===== config.mk =====
export PLATFORM = sky130hd
export DESIGN_NAME = binary_proof_stream_parser
export DESIGN_NICKNAME = d
export VERILOG_FILES = /design/src/hdl/bpsp_pkg.sv /design/src/hdl/bpsp_varint.sv /design/src/hdl/binary_proof_stream_parser.sv
export SDC_FILE = /design/constraint.sdc
export NUM_CORES = 1
export LEC_CHECK = 0
export ABC_CLOCK_PERIOD_IN_PS = 12500
export BUFFER_PORTS_ARGS = -buffer_cell sky130_fd_sc_hd__buf_2
export CAP_MARGIN = 15
export CORE_MARGIN = 2
export CORE_UTILIZATION = 36
export DETAILED_ROUTE_END_ITERATION = 6
export PLACE_DENSITY = 0.55
export SETUP_SLACK_MARGIN = 0.4
export SLEW_MARGIN = 20
export SYNTH_ARGS = -nofsm -noshare
export SYNTH_HDL_FRONTEND = slang
export SYNTH_SLANG_ARGS = --single-unit

===== constraint.sdc =====
create_clock -name clk -period 12.5 [get_ports clk]
set_input_delay 2.5 -clock clk [delete_from_list [all_inputs] [get_ports clk]]
set_output_delay 2.5 -clock clk [all_outputs]
set_load 0.05 [all_outputs]

===== src/hdl/bpsp_pkg.sv =====
// Package for the binary proof stream parser.
// Parse phases, event kinds, line-type bytes, register indexes and sign map.
// No dependencies.
`timescale 1ns / 1ps

package bpsp_pkg;

  localparam int LITERAL_BITS_DEF = 32;
  localparam int IDENT_BITS_DEF   = 64;

  localparam int VALUE_W     = 64;
  localparam int VARINT_MAXB = 10;  // bytes beyond this add nothing

  typedef enum logic [3:0] {
    PH_IDLE,
    PH_ORIG_ID,
    PH_ORIG_LITS,
    PH_ADD_ID,
    PH_ADD_LITS,
    PH_ADD_SEP,
    PH_ADD_HINTS,
    PH_OTHER_ID,
    PH_OTHER_LITS,
    PH_HALT
  } phase_t;

  typedef enum logic [2:0] {
    EV_ADD_ID = 3'd0,
    EV_LIT    = 3'd1,
    EV_HINT   = 3'd2,
    EV_DONE   = 3'd3,
    EV_END    = 3'd4,
    EV_ERROR  = 3'd5
  } event_kind_t;

  // line-type bytes
  localparam logic [7:0] CH_O = 8'h6F;
  localparam logic [7:0] CH_A = 8'h61;
  localparam logic [7:0] CH_D = 8'h64;
  localparam logic [7:0] CH_R = 8'h72;
  localparam logic [7:0] CH_T = 8'h74;
  localparam logic [7:0] CH_F = 8'h66;
  localparam logic [7:0] CH_L = 8'h6C;

  localparam logic [7:0] VARINT_MORE = 8'b1000_0000;
  localparam logic [7:0] VARINT_DATA = 8'b0111_1111;

  // register indexes (paddr[2])
  localparam logic REG_LRAT_FORMAT  = 1'b0;
  localparam logic REG_LOOSE_ERRORS = 1'b1;

  typedef struct packed {
    logic take;   // byte goes into the decoder
    logic clear;  // drop the partial number
  } varint_ctl_t;

  // odd u -> -(u>>1), even u -> u>>1
  function automatic logic [VALUE_W-1:0] sign_map(input logic [VALUE_W-1:0] u);
    logic [VALUE_W-1:0] h;
    h = u >> 1;
    return u[0] ? (~h + {{(VALUE_W-1){1'b0}}, 1'b1}) : h;
  endfunction

endpackage


===== src/hdl/bpsp_varint.sv =====
// 7-bit little-endian varint accumulator for the proof stream parser.
// Depends on bpsp_pkg.
`timescale 1ns / 1ps

module bpsp_varint (
  input  logic                        clk,
  input  logic                        rst_n,
  input  logic [7:0]                  data_byte,
  input  bpsp_pkg::varint_ctl_t       ctl,
  output logic                        done,
  output logic [bpsp_pkg::VALUE_W-1:0] value
);
  import bpsp_pkg::*;

  logic [VALUE_W-1:0] acc_r, acc_nxt;
  logic [3:0]         pos_r, pos_nxt;
  logic [6:0]         shift_full;
  logic [VALUE_W-1:0] chunk;

  // 7*pos, at most 63 while pos < 10
  assign shift_full = {pos_r, 3'b000} - {3'b000, pos_r};
  assign chunk = {{(VALUE_W-7){1'b0}}, data_byte[6:0] & VARINT_DATA[6:0]}
                 << shift_full[5:0];

  assign value = (pos_r < 4'(VARINT_MAXB)) ? (acc_r | chunk) : acc_r;
  assign done  = (data_byte & VARINT_MORE) == 8'h00;

  always_comb begin
    acc_nxt = acc_r;
    pos_nxt = pos_r;
    if (ctl.clear || (ctl.take && done)) begin
      acc_nxt = '0;
      pos_nxt = '0;
    end else if (ctl.take) begin
      acc_nxt = value;
      if (pos_r < 4'(VARINT_MAXB)) begin
        pos_nxt = pos_r + 4'd1;
      end
    end
  end

  always_ff @(posedge clk) begin
    if (!rst_n) begin
      acc_r <= '0;
      pos_r <= '0;
    end else begin
      acc_r <= acc_nxt;
      pos_r <= pos_nxt;
    end
  end

endmodule


===== src/hdl/binary_proof_stream_parser.sv =====
// Top level of the binary DRAT / LRAT / FRAT proof stream parser.
// Depends on bpsp_pkg and bpsp_varint.
`timescale 1ns / 1ps

// One byte enters per transfer: the phase logic and the varint decoder work
// straight off the input port, and any event lands in the output register
// in the cycle after the byte's transfer. Throughput is one byte per clock;
// in_ready drops only while an event waits in the output register and
// out_ready is low. Add lines yield the identifier, each literal, each hint
// and a done mark; o, d, r and t lines are consumed without events, though
// o, r and t are errors in LRAT mode. End of stream and parse errors (or end
// of stream in loose mode) halt the parser until reset; later bytes are
// taken and dropped. Registers: 0x0 lrat_format, 0x4 loose_errors, bit 0.

module binary_proof_stream_parser #(
  parameter int LITERAL_BITS = bpsp_pkg::LITERAL_BITS_DEF,
  parameter int IDENT_BITS   = bpsp_pkg::IDENT_BITS_DEF
) (
  input  logic        clk,
  input  logic        rst_n,
  // input channel
  input  logic        in_valid,
  output logic        in_ready,
  input  logic [7:0]  in_data_byte,
  input  logic        in_end_of_input,
  // result channel
  output logic        out_valid,
  input  logic        out_ready,
  output logic [2:0]  out_event_kind,
  output logic signed [63:0] out_event_value,
  // configuration
  input  logic        psel,
  input  logic        penable,
  input  logic        pwrite,
  input  logic [2:0]  paddr,
  input  logic [31:0] pwdata,
  output logic [31:0] prdata,
  output logic        pready
);
  import bpsp_pkg::*;

  // width masks for dropped high bits
  localparam logic [VALUE_W-1:0] LIT_MASK = {VALUE_W{1'b1}} >> (VALUE_W - LITERAL_BITS);
  localparam logic [VALUE_W-1:0] ID_MASK  = {VALUE_W{1'b1}} >> (VALUE_W - IDENT_BITS);

  // ---------------- configuration registers ----------------
  logic lrat_r, loose_r;
  logic cfg_wr;

  assign pready = 1'b1;
  assign cfg_wr = psel && penable && pwrite && pready;
  assign prdata = {31'b0, (paddr[2] == REG_LOOSE_ERRORS) ? loose_r : lrat_r};

  always_ff @(posedge clk) begin
    if (!rst_n) begin
      lrat_r  <= 1'b0;
      loose_r <= 1'b0;
    end else if (cfg_wr) begin
      case (paddr[2])
        REG_LRAT_FORMAT:  lrat_r  <= pwdata[0];
        REG_LOOSE_ERRORS: loose_r <= pwdata[0];
        default: ;
      endcase
    end
  end

  // ---------------- handshake ----------------
  logic out_valid_r, out_valid_nxt;
  logic [2:0] out_kind_r;
  logic [VALUE_W-1:0] out_value_r;
  logic in_xfer;

  // output register frees up in the same cycle its event is taken
  assign in_ready = !out_valid_r || out_ready;
  assign in_xfer  = in_valid && in_ready;

  // ---------------- varint decoder ----------------
  varint_ctl_t        vctl;
  logic               v_done;
  logic [VALUE_W-1:0] v_value;

  bpsp_varint u_varint (
    .clk       (clk),
    .rst_n     (rst_n),
    .data_byte (in_data_byte),
    .ctl       (vctl),
    .done      (v_done),
    .value     (v_value)
  );

  logic [VALUE_W-1:0] id_u, lit_v, hint_v, add_v;
  assign id_u   = v_value & ID_MASK;
  assign lit_v  = sign_map(v_value & LIT_MASK);
  assign hint_v = sign_map(id_u);
  assign add_v  = lrat_r ? hint_v : id_u;  // FRAT ids are unsigned

  // ---------------- phase logic ----------------
  phase_t      phase_r, phase_nxt;
  logic        emit;
  event_kind_t ev_kind, fail_kind;
  logic [VALUE_W-1:0] ev_value;
  logic        fin;  // end or error: halt and drop partial number

  assign fail_kind = loose_r ? EV_END : EV_ERROR;

  always_comb begin
    phase_nxt  = phase_r;
    emit       = 1'b0;
    ev_kind    = EV_END;
    ev_value   = '0;
    fin        = 1'b0;
    vctl.take  = 1'b0;
    if (in_xfer && phase_r != PH_HALT) begin
      if (in_end_of_input) begin
        fin     = 1'b1;
        ev_kind = EV_END;
      end else begin
        case (phase_r)
          PH_IDLE: begin
            case (in_data_byte)
              CH_O: begin
                if (lrat_r) begin
                  fin = 1'b1; ev_kind = fail_kind;
                end else begin
                  phase_nxt = PH_ORIG_ID;
                end
              end
              CH_A: phase_nxt = PH_ADD_ID;
              CH_R, CH_T: begin
                if (lrat_r) begin
                  fin = 1'b1; ev_kind = fail_kind;
                end else begin
                  phase_nxt = PH_OTHER_ID;
                end
              end
              CH_D: phase_nxt = PH_OTHER_ID;
              CH_F: begin
                fin = 1'b1; ev_kind = EV_END;
              end
              default: begin
                fin = 1'b1; ev_kind = fail_kind;
              end
            endcase
          end
          PH_ORIG_ID: begin
            vctl.take = 1'b1;
            if (v_done) begin
              if (id_u == '0) begin
                fin = 1'b1; ev_kind = fail_kind;
              end else begin
                phase_nxt = PH_ORIG_LITS;
              end
            end
          end
          PH_ORIG_LITS, PH_OTHER_LITS: begin
            vctl.take = 1'b1;
            if (v_done && lit_v == '0) begin
              phase_nxt = PH_IDLE;
            end
          end
          PH_OTHER_ID: begin
            vctl.take = 1'b1;
            if (v_done) begin
              phase_nxt = PH_OTHER_LITS;
            end
          end
          PH_ADD_ID: begin
            vctl.take = 1'b1;
            if (v_done) begin
              if (add_v == '0) begin
                fin = 1'b1; ev_kind = fail_kind;
              end else begin
                phase_nxt = PH_ADD_LITS;
                emit      = 1'b1;
                ev_kind   = EV_ADD_ID;
                ev_value  = add_v;
              end
            end
          end
          PH_ADD_LITS: begin
            vctl.take = 1'b1;
            if (v_done) begin
              if (lit_v == '0) begin
                phase_nxt = lrat_r ? PH_ADD_HINTS : PH_ADD_SEP;
              end else begin
                emit     = 1'b1;
                ev_kind  = EV_LIT;
                ev_value = lit_v;
              end
            end
          end
          PH_ADD_SEP: begin
            // FRAT: 'l' must follow the literal terminator
            if (in_data_byte != CH_L) begin
              fin = 1'b1; ev_kind = fail_kind;
            end else begin
              phase_nxt = PH_ADD_HINTS;
            end
          end
          PH_ADD_HINTS: begin
            vctl.take = 1'b1;
            if (v_done) begin
              emit = 1'b1;
              if (hint_v == '0) begin
                phase_nxt = PH_IDLE;
                ev_kind   = EV_DONE;
              end else begin
                ev_kind  = EV_HINT;
                ev_value = hint_v;
              end
            end
          end
          default: phase_nxt = PH_HALT;
        endcase
      end
      if (fin) begin
        phase_nxt = PH_HALT;
        emit      = 1'b1;
        ev_value  = '0;
      end
    end
    vctl.clear = fin;
  end

  always_ff @(posedge clk) begin
    if (!rst_n) begin
      phase_r <= PH_IDLE;
    end else begin
      phase_r <= phase_nxt;
    end
  end

  // ---------------- output register ----------------
  always_comb begin
    if (emit) begin
      out_valid_nxt = 1'b1;
    end else if (out_ready) begin
      out_valid_nxt = 1'b0;
    end else begin
      out_valid_nxt = out_valid_r;
    end
  end

  always_ff @(posedge clk) begin
    if (!rst_n) begin
      out_valid_r <= 1'b0;
    end else begin
      out_valid_r <= out_valid_nxt;
    end
  end

  // payload loads only with a new event
  always_ff @(posedge clk) begin
    if (emit) begin
      out_kind_r  <= ev_kind;
      out_value_r <= ev_value;
    end
  end

  assign out_valid       = out_valid_r;
  assign out_event_kind  = out_kind_r;
  assign out_event_value = out_value_r;

endmodule


Yosys cells after proc, flatten, opt, wreduce, memory -nomap -nowiden
Cells that the tools add are included.

Div/mod/pow operators: 0. Shifts and indexed selects: 1. Multiplexer cells: 68. Reductions and logical operators: 29. Order comparisons: 1. Bitwise gates (word level): 6. Eq/ne operators: 31. Multipliers: 0. Add/subtract/negate cells: 4.

Operators with widths (number): 64-bit two-way mux (10); 64-bit logical NOT (4); 64-bit case mux with 3 select lines (1); 64-bit by 1-bit adder with 64-bit output (second input constant) (2); 31-bit NOT with 64-bit output (1); 63-bit NOT with 64-bit output (1); 64-bit OR (1); 7-bit by 6-bit << shifter with 64-bit output (1); 4-bit two-way mux (15); 8-bit by 7-bit equality test with 1-bit output (second input constant) (6); 4-bit case mux with 8 select lines (1); 1-bit two-way mux (29); 3-bit inequality test (second input constant) (6); 3-bit case mux with 6 select lines (1); 4-bit by 3-bit equality test with 1-bit output (second input constant) (4); 4-bit case mux with 4 select lines (1); 16-bit AND reduction (1); 3-bit two-way mux (5); 3-bit by 2-bit inequality test with 1-bit output (second input constant) (5); 4-bit inequality test (second input constant) (3); 2-bit OR reduction (5); 3-bit OR reduction (3); 4-bit by 2-bit equality test with 1-bit output (second input constant) (2); 8-bit logical NOT (1); 20 further kinds (31).

Register bits: 142. Word-level logic and storage cells: 148. Bits in read-only memories: 0. Bits of input ports: 51. Memories: 0. Memory bits (writable): 0. Bits in latches: 0. Output and inout port bits: 102.

Depth between registers and ports, before layout
Depth after elaboration: 17. Mapped depth: 32. Mapped depth without buffers: 25.

By module
Synthesis repeated with hierarchy kept, for this count alone.

Cells, all modules: 1387. Area, all modules: 11579.9 µm².

By module, submodules not included: binary_proof_stream_parser (instances 1, cells an instance 909, area an instance 7531.0 µm², seq. area each 2152.1 µm²); bpsp_varint (instances 1, cells an instance 478, area an instance 4048.9 µm², seq. area each 1361.3 µm²).

Least setup slack after synthesis
OpenSTA, ideal clock, no wires.

Path type: input port to flip-flop. Start point: input in_data_byte[2]. End point: register out_kind_r[0], in the netlist out_event_kind[0], enable pin. Data required time: 11.966 ns. Stages: 19. Library setup time: 0.534 ns. Arrival time: 9.839 ns. Buffers on the path: 1. Setup slack: 2.127 ns. Cell sequence: clkbuf_1 > mux4_2 > or2_0 > o22a_1 > or3_4 > o31a_1 > nor3_1 > nand2_1 > nor2_1 > ha_1 > nor2_1 > a31oi_1 > nor2_1 > nand4b_1 > or4_1 > or4_1 > nor3b_2 > or4_1 > a31oi_1.

Cells in the longest elaborated chain, start to end: 15. Elaborated cells between the ends (all ways): 38. Classes of those cells: add/sub (2); eq/ne (6); shift (1); mux (21); bitwise (3); reduce/logical (5).

Ends and longest elaborated chain: start: declaration (line binary_proof_stream_parser.sv:24) `input logic [7:0] in_data_byte,`; 7-bit by 6-bit << shifter with 64-bit output (line bpsp_varint.sv:22) `assign chunk = {{(VALUE_W-7){1'b0}}, data_byte[6:0] & VARINT_DATA[6:0]}`; 64-bit OR (line bpsp_varint.sv:25) `assign value = (pos_r < 4'(VARINT_MAXB)) ? (acc_r | chunk) : acc_r;`; 64-bit two-way mux (line bpsp_varint.sv:25); 63-bit NOT with 64-bit output (line bpsp_pkg.sv:61) `return u[0] ? (~h + {{(VALUE_W-1){1'b0}}, 1'b1}) : h;`; 64-bit by 1-bit adder with 64-bit output (line bpsp_pkg.sv:61); 64-bit two-way mux (line bpsp_pkg.sv:61); 64-bit two-way mux (line binary_proof_stream_parser.sv:95) `assign add_v = lrat_r ? hint_v : id_u;`; 64-bit logical NOT (line binary_proof_stream_parser.sv:170) `if (add_v == '0) begin`; 1-bit two-way mux (line binary_proof_stream_parser.sv:170); 1-bit two-way mux (line binary_proof_stream_parser.sv:169) `if (v_done) begin`; 1-bit case mux with 4 select lines (line binary_proof_stream_parser.sv:118) `case (phase_r)`; 1-bit two-way mux (line binary_proof_stream_parser.sv:114) `if (in_end_of_input) begin`; 1-bit two-way mux (line binary_proof_stream_parser.sv:113) `if (in_xfer && phase_r != PH_HALT) begin`; 1-bit two-way mux (*) (line binary_proof_stream_parser.sv:216) `if (fin) begin`; 1-bit two-way mux (*) (line binary_proof_stream_parser.sv:113); net emit (line binary_proof_stream_parser.sv:99) `logic emit;`; end signal: assignment (line binary_proof_stream_parser.sv:255) `out_kind_r <= ev_kind;`; end: declaration (line binary_proof_stream_parser.sv:69) `logic [2:0] out_kind_r;`.

Mark *: on every way through the listed nets, which the timed path passes. The rest lies on a longest branch. The select of a mux whose other input is x is not followed. A chain may end at the register's enable or synchronous reset.

Worst setup path in the final report
Start point: input in_data_byte[1]. End point: register out_value_r[35], in the netlist out_event_value[35], data pin.

Cells in the longest elaborated chain, start to end: 14. Elaborated cells between the ends (all ways): 39. Classes of those cells: add/sub (2); eq/ne (6); shift (1); mux (20); bitwise (3); reduce/logical (7).

Ends and longest elaborated chain: 7-bit by 6-bit << shifter with 64-bit output (line bpsp_varint.sv:22); 64-bit OR (line bpsp_varint.sv:25); 64-bit two-way mux (line bpsp_varint.sv:25); 63-bit NOT with 64-bit output (line bpsp_pkg.sv:61); 64-bit by 1-bit adder with 64-bit output (line bpsp_pkg.sv:61); 64-bit two-way mux (line bpsp_pkg.sv:61); 64-bit two-way mux (line binary_proof_stream_parser.sv:95); 64-bit logical NOT (line binary_proof_stream_parser.sv:170); 1-bit two-way mux (line binary_proof_stream_parser.sv:170); 1-bit two-way mux (line binary_proof_stream_parser.sv:169); 1-bit case mux with 4 select lines (line binary_proof_stream_parser.sv:118); 1-bit two-way mux (line binary_proof_stream_parser.sv:114); 1-bit two-way mux (line binary_proof_stream_parser.sv:113); 3-bit OR reduction (no line); end signal: assignment (line binary_proof_stream_parser.sv:256) `out_value_r <= ev_value;`; end: declaration (line binary_proof_stream_parser.sv:70) `logic [VALUE_W-1:0] out_value_r;`.

Several ways; a longest one is shown, not always the timed one. The select of a mux whose other input is x is not followed.

==> key figures <==
Route
  – Average routed wire per standard cell: 26.7 um
  – Post-Route WL: 54.3 mm
  – Iteration count of the initial detailed-routing pass: 6
  – Post-detailed-route count of antenna-violating nets: 0
  – Detailed-route DRC error count: 0
  – Initial drt markers: 1932
  – DR vias/cell: 6.52
  – Routed vias: 13260

Status
  – Result of the run: finished, final reports clean

Finish
  – Fraction of final layout cells with drive strength greater than 1: 0.158
  – Number of antenna repair diodes: 0
  – Most common cell after layout, fill and taps aside: sky130_fd_sc_hd__nor2_1
  – Finished Layout Cells: 2034
  – Count of filler cells inserted in the layout: 3608
  – Syn-to-layout area delta: 9.50%
  – Total number of nets in the final design: 1622
  – Leading cell types in the layout, fill and taps excluded: sky130_fd_sc_hd__nor2_1 (174), sky130_fd_sc_hd__a21oi_1 (164), sky130_fd_sc_hd__nand2_1 (115), sky130_fd_sc_hd__buf_2 (87), sky130_fd_sc_hd__dfxtp_1 (74)

GRT
  – Total Routing Usage GR: 0.294
  – Via count of the first global-routing pass: 11936
  – Overall overflow remaining after global route: 0
  – Pin count of the biggest net entering global routing: 75
  – Initial antenna violation count: 0
  – Global-route wire length before repair: 79.1 mm

Synth
  – Top cell type's share of synthesized area: 0.160
  – Post-Synthesis Mean Instance Area: 8.18 sq um
  – Cell type with the largest total area after synthesis: sky130_fd_sc_hd__edfxtp_1
  – Gate count after technology mapping: 1535
  – Count of distinct cell types in the synthesized netlist: 122
  – Ys Warns: 0
  – Share of synthesized area occupied by flip-flops and latches: 0.280
  – Largest cells by area after synthesis: sky130_fd_sc_hd__edfxtp_1 (16%), sky130_fd_sc_hd__dfxtp_1 (12%), sky130_fd_sc_hd__a21oi_1 (6.6%)
  – Synth async-reset ratio: 0
  – Number of enable-type register cells in the synthesized netlist: 67
  – Netlist Area Pre-Place: 12600 sq um
  – Commonest register cell after synthesis: sky130_fd_sc_hd__dfxtp_1
  – Register bit count reported by yosys: 142

Power
  – Part of the power in registers: 0.265
  – Maximum resistive drop on vdd: 0.102 mV
  – Power density cells: 147 nW/um^2
  – Combinational group share of total power: 0.471
  – Clock group share of total power: 0.263
  – Total internal power: 1.08 mW
  – Overall power consumption: 2.02 mW
  – Static leakage: 5.07 nW
  – Switching share of power: 0.466
  – Net switching power: 0.942 mW

Floorplanning
  – Starting density of the core: 0.365
  – Standard cell core area: 34500 sq um
  – Vertical die dimension: 191 um
  – Die boundary width: 191 um
  – Row cnt: 68
  – Top-level port count: 153
  – Die area: 36400 sq um

Worst setup path
  – CP Cell Sequence: buf_2 > mux2i_1 > nor2_1 > a32oi_1 > o221ai_1 > a211oi_2 > nand3_1 > nor4_2 > a41oi_1 > xor2_1 > o2111ai_1 > nor4_1 > and4_1 > nor2_1 > o21bai_4 > o221ai_1
  – Startpoint type of the worst setup path: input pin
  – Kind of capture point of the worst setup path: flip-flop
  – Worst Path Arrival: 9760 ps
  – Peak fanout along the critical path: 31
  – Master of the slowest instance on the critical path: sky130_fd_sc_hd__nor4_2
  – Critical Setup Path Class: in2reg
  – Worst Path Required: 12620 ps
  – Max incr delay on CP: 830 ps

Placed design
  – Half-perimeter wire length after placement: 41.9 mm
  – # placed instances: 2002
  – RD Place Congestion: 0.981
  – Port-buffer cells: 87

Timing
  – Final Setup Violations: 0
  – Achievable frequency: 0.104 GHz
  – Number of max-slew violations in the final report: 0
  – Period utilization: 0.771
  – Max-slew headroom: 0.230
  – Clock skew after layout: 14.4 ps
  – Unrepaired setup endpoints after global routing: false
  – Post-layout minimum cycle time: 9640 ps
  – Setup TNS: 0 ps
  – Count of endpoints failing hold in the final timing report: 0
  – Slew of the pin with the lowest slew margin: 1150 ps

Clock network
  – Number of post-CTS setup repair buffers: 0
  – Clk slew on worst S/H paths: 70 ps
  – Hold buffer count at CTS: 0
  – Post-cts resize count: 0
  – Level count of the clock H-tree: 4
  – Clock tree sinks: 142
  – Number of buffers created by CTS: 17
  – Clock root buffer master: sky130_fd_sc_hd__clkbuf_16
  – Clock network latency to the later pin of the worst-skew pair: 460 ps
  – Number of buffers on the longest clock path: 2
  – TritonCTS clock tree: done

Hold path
  – Kind of path behind the tightest hold check: reg2reg

Run
  – Maxcap violations: 0
[synth_stat cells (19+ instances only)]
cell type	number
sky130_fd_sc_hd__o22ai_1	21
sky130_fd_sc_hd__nand2_1	115
sky130_fd_sc_hd__nand4_1	43
sky130_fd_sc_hd__a21oi_1	165
sky130_fd_sc_hd__a31oi_1	39
sky130_fd_sc_hd__nor2_1	174
sky130_fd_sc_hd__nand3_1	62
sky130_fd_sc_hd__buf_2	28
sky130_fd_sc_hd__buf_4	45
sky130_fd_sc_hd__clkbuf_1	42
sky130_fd_sc_hd__nor3_1	35
sky130_fd_sc_hd__dfxtp_1	75
sky130_fd_sc_hd__xor2_1	32
sky130_fd_sc_hd__o221ai_1	23
sky130_fd_sc_hd__and3_1	19
sky130_fd_sc_hd__a21o_1	19
sky130_fd_sc_hd__nor4_1	19
sky130_fd_sc_hd__xnor2_1	39
sky130_fd_sc_hd__edfxtp_1	67
sky130_fd_sc_hd__o21ai_0	45
[flip-flops by register name, summed over array words and instances (netlist names)]
| register | cells |
|---|---|
| loose_r | 1 |
| lrat_r | 1 |
| out_event_kind | 3 |
| out_event_value | 64 |
| out_valid | 1 |
| phase_r | 4 |
| u_varint.acc_r | 64 |
| u_varint.pos_r | 4 |
[per-layer routing]
| layer | part of all wire | global-route usage | vias up |
|---|---|---|---|
| li1 | - | - | 5978 |
| met4 | 0.054 | 0.154 | 0 |
| met5 | 0 | 0 | - |
| met3 | 0.095 | 0.0594 | 141 |
| met2 | 0.42 | 0.430 | 828 |
| met1 | 0.43 | 0.406 | 6313 |
[cell type report]
| type | instances | area [sq um] | area share |
|---|---|---|---|
| multi-input cells | 1273 | 8370 | 0.609 |
| flip-flops and latches | 142 | 3510 | 0.255 |
| repair buffers | 113 | 631 | 0.0458 |
| well taps | 455 | 569 | 0.0414 |
| clock buffers | 18 | 450 | 0.0327 |
| clock inverters | 14 | 146 | 0.0106 |
| inverters | 19 | 71.3 | 0.00518 |
[power groups by stage]
stage               logic, mW  registers (mW)  clock network, mW
floorplan               0.592           0.642                  0
global placement        0.924           0.546                  0
detailed placement      0.923           0.547                  0
CTS                     0.928           0.537              0.537
global route             1.00           0.540              0.559
finish                  0.952           0.537              0.532
[logic make-up (layout without fill, tap and decap cells)]
kind of cell             count (synthesis)  after routing  share of synthesized area
adder cells (fa/ha/maj)                  5              5                    0.00498
multiplexers                            30             30                     0.0299
flip-flops                             142            142                      0.280
other                                    2             32                   0.000598
buffers and inverters                  150            164                     0.0676
XOR/XNOR                                72             72                     0.0508
AO/OA/AOI/OAI                          525            525                      0.309
AND/OR/NAND/NOR                        609            609                      0.257
[path summary, 6_finish.rpt]
kind	slack (ps)	cells past startpoint	to	from
worst min-delay path	480	2	u_varint.acc_r[34]$_SDFFE_PP0P_	u_varint.acc_r[34]$_SDFFE_PP0P_
worst max register to register	3080	19	out_event_value[35]$_SDFFCE_PP0P_	u_varint.pos_r[0]$_SDFFE_PP0P_
worst min register to register	480	2	u_varint.acc_r[34]$_SDFFE_PP0P_	u_varint.acc_r[34]$_SDFFE_PP0P_
worst max-delay path	2860	16	out_event_value[35]$_SDFFCE_PP0P_	in_data_byte[1]
[stage by stage]
stage	instance area, sq um	utilization	hold WS [ps]	setup slack (ps)
finish	13800	0.399	478	2860
detailed placement	13200	0.382	459	2730
floorplan	12700	-	437	2130
global placement	13200	0.382	453	2710
global route	13800	0.399	503	2570
CTS	13700	0.399	478	3170
[critical path, delay by kind of cell]
| family | cells | cell delay, ps |
|---|---|---|
| AO/OA/AOI/OAI | 7 | 3230 |
| XOR/XNOR | 1 | 530 |
| buffers and inverters | 1 | 210 |
| multiplexers | 1 | 390 |
| AND/OR/NAND/NOR | 6 | 2860 |
Note: power is estimated with default switching activity, not from simulation.
